<file path="src/sv/lj_pkg.sv">
// Shared types and helpers for the Lennard-Jones pair force pipeline.
`default_nettype none
package lj_pkg;

    localparam logic [63:0] UMAX     = 64'hFFFF_FFFF_FFFF_FFFF;
    localparam logic [63:0] SMAX     = 64'h7FFF_FFFF_FFFF_FFFF;
    localparam logic [63:0] SMIN_MAG = 64'h8000_0000_0000_0000;

    typedef enum logic {
        REQ_LOAD    = 1'b0,
        REQ_COMPUTE = 1'b1
    } t_req_kind;

    typedef struct packed {
        logic               req_type;
        logic        [3:0]  type_i;
        logic        [3:0]  type_j;
        logic signed [31:0] pos_ix;
        logic signed [31:0] pos_iy;
        logic signed [31:0] pos_iz;
        logic signed [31:0] pos_jx;
        logic signed [31:0] pos_jy;
        logic signed [31:0] pos_jz;
        logic        [31:0] entry_sigma;
        logic        [31:0] entry_epsilon;
        logic        [47:0] entry_cutoff_sq;
    } t_req;

    typedef struct packed {
        logic               in_range;
        logic signed [63:0] force_x;
        logic signed [63:0] force_y;
        logic signed [63:0] force_z;
        logic signed [63:0] half_energy;
        logic signed [63:0] vir_xx;
        logic signed [63:0] vir_yy;
        logic signed [63:0] vir_zz;
        logic signed [63:0] vir_xy;
        logic signed [63:0] vir_xz;
        logic signed [63:0] vir_yz;
    } t_res;

    // state that travels down the pipeline with each item
    typedef struct packed {
        logic             valid;
        logic             in_range;
        logic [2:0]       dneg;
        logic [2:0][31:0] dmag;
        logic [63:0]      r2;
        logic [31:0]      eps;
        logic [63:0]      q;
        logic [63:0]      q3;
        logic             eneg;
        logic [63:0]      emag;
        logic             tneg;
        logic [2:0]       fneg;
        logic [2:0][63:0] fmag;
    } t_side;

    function automatic logic [63:0] f_clamp(input logic neg, input logic [63:0] mag);
        if (neg) begin
            return (mag > SMIN_MAG) ? SMIN_MAG : mag;
        end
        return (mag > SMAX) ? SMAX : mag;
    endfunction

    function automatic logic [63:0] f_to_bits(input logic neg, input logic [63:0] mag);
        logic [63:0] m;
        m = f_clamp(neg, mag);
        return neg ? (~m + 64'd1) : m;
    endfunction

endpackage
`default_nettype wire

</file>
<file path="src/sv/lj_delay.sv">
// Stallable delay line for the per-item side state.
`default_nettype none
module lj_delay import lj_pkg::*; #(
    parameter int DEPTH = 2
) (
    input  wire logic  i_clk,
    input  wire logic  i_rst_n,
    input  wire logic  i_en,
    input  wire t_side i_side,
    output t_side      o_side
);

    t_side r_pipe [DEPTH];

    always_ff @(posedge i_clk) begin
        if (!i_rst_n) begin
            for (int k = 0; k < DEPTH; k++) begin
                r_pipe[k].valid <= 1'b0;
            end
        end else if (i_en) begin
            r_pipe[0] <= i_side;
            for (int k = 1; k < DEPTH; k++) begin
                r_pipe[k] <= r_pipe[k-1];
            end
        end
    end

    assign o_side = r_pipe[DEPTH-1];

endmodule
`default_nettype wire

</file>
<file path="config.mk">
export PLATFORM = sky130hd
export DESIGN_NAME = lj_delay
export DESIGN_NICKNAME = d
export VERILOG_FILES = /design/src/sv/lj_pkg.sv /design/src/sv/lj_delay.sv
export SDC_FILE = /design/constraint.sdc
export NUM_CORES = 1
export LEC_CHECK = 0
export BUFFER_PORTS_ARGS = -buffer_cell sky130_fd_sc_hd__buf_2
export CAP_MARGIN = 20
export CORE_AREA = 2 2 460 462
export CTS_CLUSTER_SIZE = 10
export DETAILED_ROUTE_END_ITERATION = 10
export DIE_AREA = 0 0 462 464
export PLACE_DENSITY = 0.42
export SETUP_SLACK_MARGIN = 0.02
export SLEW_MARGIN = 20
export SYNTH_ARGS = -nofsm -noshare
export SYNTH_HDL_FRONTEND = slang
export SYNTH_SLANG_ARGS = --single-unit
</file>
<file path="constraint.sdc">
create_clock -name i_clk -period 46.1 [get_ports i_clk]
set_input_delay 9.22 -clock i_clk [delete_from_list [all_inputs] [get_ports i_clk]]
set_output_delay 9.22 -clock i_clk [all_outputs]
set_load 0.05 [all_outputs]
</file>
==> run metrics <==
kind of critical path in2reg; number of vias after detailed routing 27.03k; clock network power share 0.427; quantity of gates resized following cts 0; count of synthesis-stage warnings from yosys 0; highest clock frequency the design can meet 0.07321 GHz; cells taking the most area after synthesis sky130_fd_sc_hd__edfxtp_1 (73%), sky130_fd_sc_hd__and3_1 (15%), sky130_fd_sc_hd__buf_4 (9.3%); clock skew after layout ~0.046 ns; sequential group share of total power 0.500; Pwr Density 43.89 nW/um2; data required time at the worst endpoint roughly 46 ns; floorplan die width 462 um; synthesized area per cell 15.10 um2; vias in the first global route 27.42k; Iteration-0 DRC Markers 2510; worst hold margin 0.4985 ns; TNS Setup 0 ns; number of antenna violations at the first check in global routing 121; Unique masters post-synth 8; switching power as a share of total power 0.2378; status finished, final reports clean; final hold violation count 0; routed wire length 159.2 mm; Seq/Total Area, Yosys 0.7302; CTS Buf Count 146; cts-stage hold buffer count 0; largest net degree at the start of global routing around 240; port bufs 1174; tightest slew margin relative to the limit 0.2833; unrepaired setup endpoints after global routing no; peak supply drop 0.03298 mV; largest registers r_pipe (1172); total number of placement rows 168; number of antenna-violating nets in the routed design 0; clock transition at the registers of the reported paths 0.05 ns; total of flip-flops plus latches after synthesis ~1.2k; Critical Path AT around 14 ns; wire length of the first global-routing pass 217.9 mm; DRT Pass-1 Iters 5; Clock Latency Late Sink between 0.7 and 0.8 ns; number of levels the H-tree was split into 4; post-synth top area cell sky130_fd_sc_hd__edfxtp_1; CP Capture Type flop; I/O pin total 1175; clock tree from TritonCTS done; number of flip-flops in the largest register 1172; share of the synthesized area in the top cell type 0.7302; Synth Net Count 3781; Max Buffers Root-to-Sink 3; highest-count cells in the layout ignoring fill and taps sky130_fd_sc_hd__and3_1 (1172), sky130_fd_sc_hd__buf_2 (1172), sky130_fd_sc_hd__edfxtp_1 (1172), sky130_fd_sc_hd__clkbuf_16 (149), sky130_fd_sc_hd__clkbuf_1 (36); grt total ovfl 0; DR WL/cell about 24 um; CP Launch Type input port; half-perimeter wire length after detailed placement 115.0 mm; count of buffers added by post-CTS timing repair for setup 0; overall track demand over capacity in global routing 0.1427; number of clock sinks around 1.2k; cell area after technology mapping 48200 um2; area taken by multi-input logic gates 7347 um2; count of final max-slew check failures 0; Sequential cell area 35190 um2; # Max-Cap Violations 0; ratio of cells with drive above 1 in the final layout 0.3664; Static Leak between 20 and 25 nW; DRC violation count after routing 0; final setup violating endpoints 0; starting density of the core 0.2304; root cell of the clock tree sky130_fd_sc_hd__clkbuf_16; min Tclk post-route ~14 ns; number of nets at the end of the flow 4288; die height 464 um; register ranked first by flip-flop count r_pipe; overall die area 214400 um2; final critical-path share of the clock period 0.2963; post-synthesis cell count 3192; cell internal pwr approximately 1.9 mW; Critical Path Fanout Max 137; number of fill cells in the layout 21.55k; slew at the pin with the worst max-slew slack 1.075 ns; Comb power frac 0.072; Core Area 209200 um2; relative area change from synthesis to final layout 17.45%; number of vias per cell after detailed routing 4.097; worst hold path type reg2reg; total power consumption of the routed design 2.485 mW; placer congestion estimate between 0.8 and 0.9; switching power 0.5908 mW
[logic make-up (layout without fill, tap and decap cells)]
kind of cell	count (synthesis)	in the layout	synth area share
buf+inv	846	1426	0.1174
flops	1172	1172	0.7302
other cells	0	22	0
simple gates	1174	1174	0.1524
[power groups by stage]
| stage | Clock [mW] | Combinational [mW] | Sequential (mW) |
|---|---|---|---|
| floorplan | 0 | 0.134 | 1.31 |
| global placement | 0 | 0.182 | 1.26 |
| detailed placement | 0 | 0.183 | 1.27 |
| CTS | 1.10 | 0.183 | 1.24 |
| global route | 1.14 | 0.195 | 1.25 |
| finish | 1.06 | 0.180 | 1.24 |
[synth_stat cells]
library cell / n
sky130_fd_sc_hd__and2_1: 1
sky130_fd_sc_hd__and3_1: 1172
sky130_fd_sc_hd__buf_2: 193
sky130_fd_sc_hd__buf_4: 596
sky130_fd_sc_hd__clkbuf_1: 54
sky130_fd_sc_hd__clkbuf_2: 3
sky130_fd_sc_hd__edfxtp_1: 1172
sky130_fd_sc_hd__nand2b_1: 1
[stage by stage]
step / cell area, um2 / util / std cells / setup WS (ns)
2_1_floorplan: 48200 / - / 3192 / 8.423
3_3_place_gp: 52240 / 0.2498 / 6356 / 31.72
3_5_place_dp: 52240 / 0.2498 / 6356 / 31.64
4_1_cts: 56550 / 0.2704 / 6577 / 32.50
5_1_grt: 56580 / 0.2705 / 6588 / 32.13
6_report: 56610 / 0.2707 / 6599 / 32.44
[worst max-delay path, cell delays in order]
cell and delay [ns]:
sky130_fd_sc_hd__buf_8 0.50, sky130_fd_sc_hd__and2_4 0.71, sky130_fd_sc_hd__buf_4 0.86, sky130_fd_sc_hd__buf_4 0.81
sky130_fd_sc_hd__buf_4 0.80, sky130_fd_sc_hd__buf_4 0.85
[metal layers]
metal,routed length (um),track usage,vias to the layer above
li1,-,-,12240
met1,62680,0.1679,13330
met2,72450,0.2244,1071
met3,19120,0.07430,357
met4,4796,0.04248,34
met5,184,0,-
[path summary, 6_finish.rpt]
| check | from | endpoint | slack [ns] | cells past startpoint |
|---|---|---|---|---|
| max | i_en | r_pipe[0][629] | 32.44 | 6 |
| min | r_pipe[0][63] | r_pipe[0][649] | 0.50 | 1 |
| max reg2reg | r_pipe[0][349] | r_pipe[0][935] | 45.11 | 1 |
| min reg2reg | r_pipe[0][63] | r_pipe[0][649] | 0.50 | 1 |
[cell type report]
| type | instances | area share |
|---|---|---|
| Clock inverter | 36 | 0.007847 |
| Timing Repair Buffer | 1205 | 0.1094 |
| Antenna cell | 22 | 0.0009725 |
| Clock buffer | 185 | 0.06825 |
| Sequential cell | 1172 | 0.6217 |
| Multi-Input combinational cell | 1174 | 0.1298 |
| Tap cell | 2805 | 0.06200 |
No activity file was read; power rests on OpenSTA's default activity.
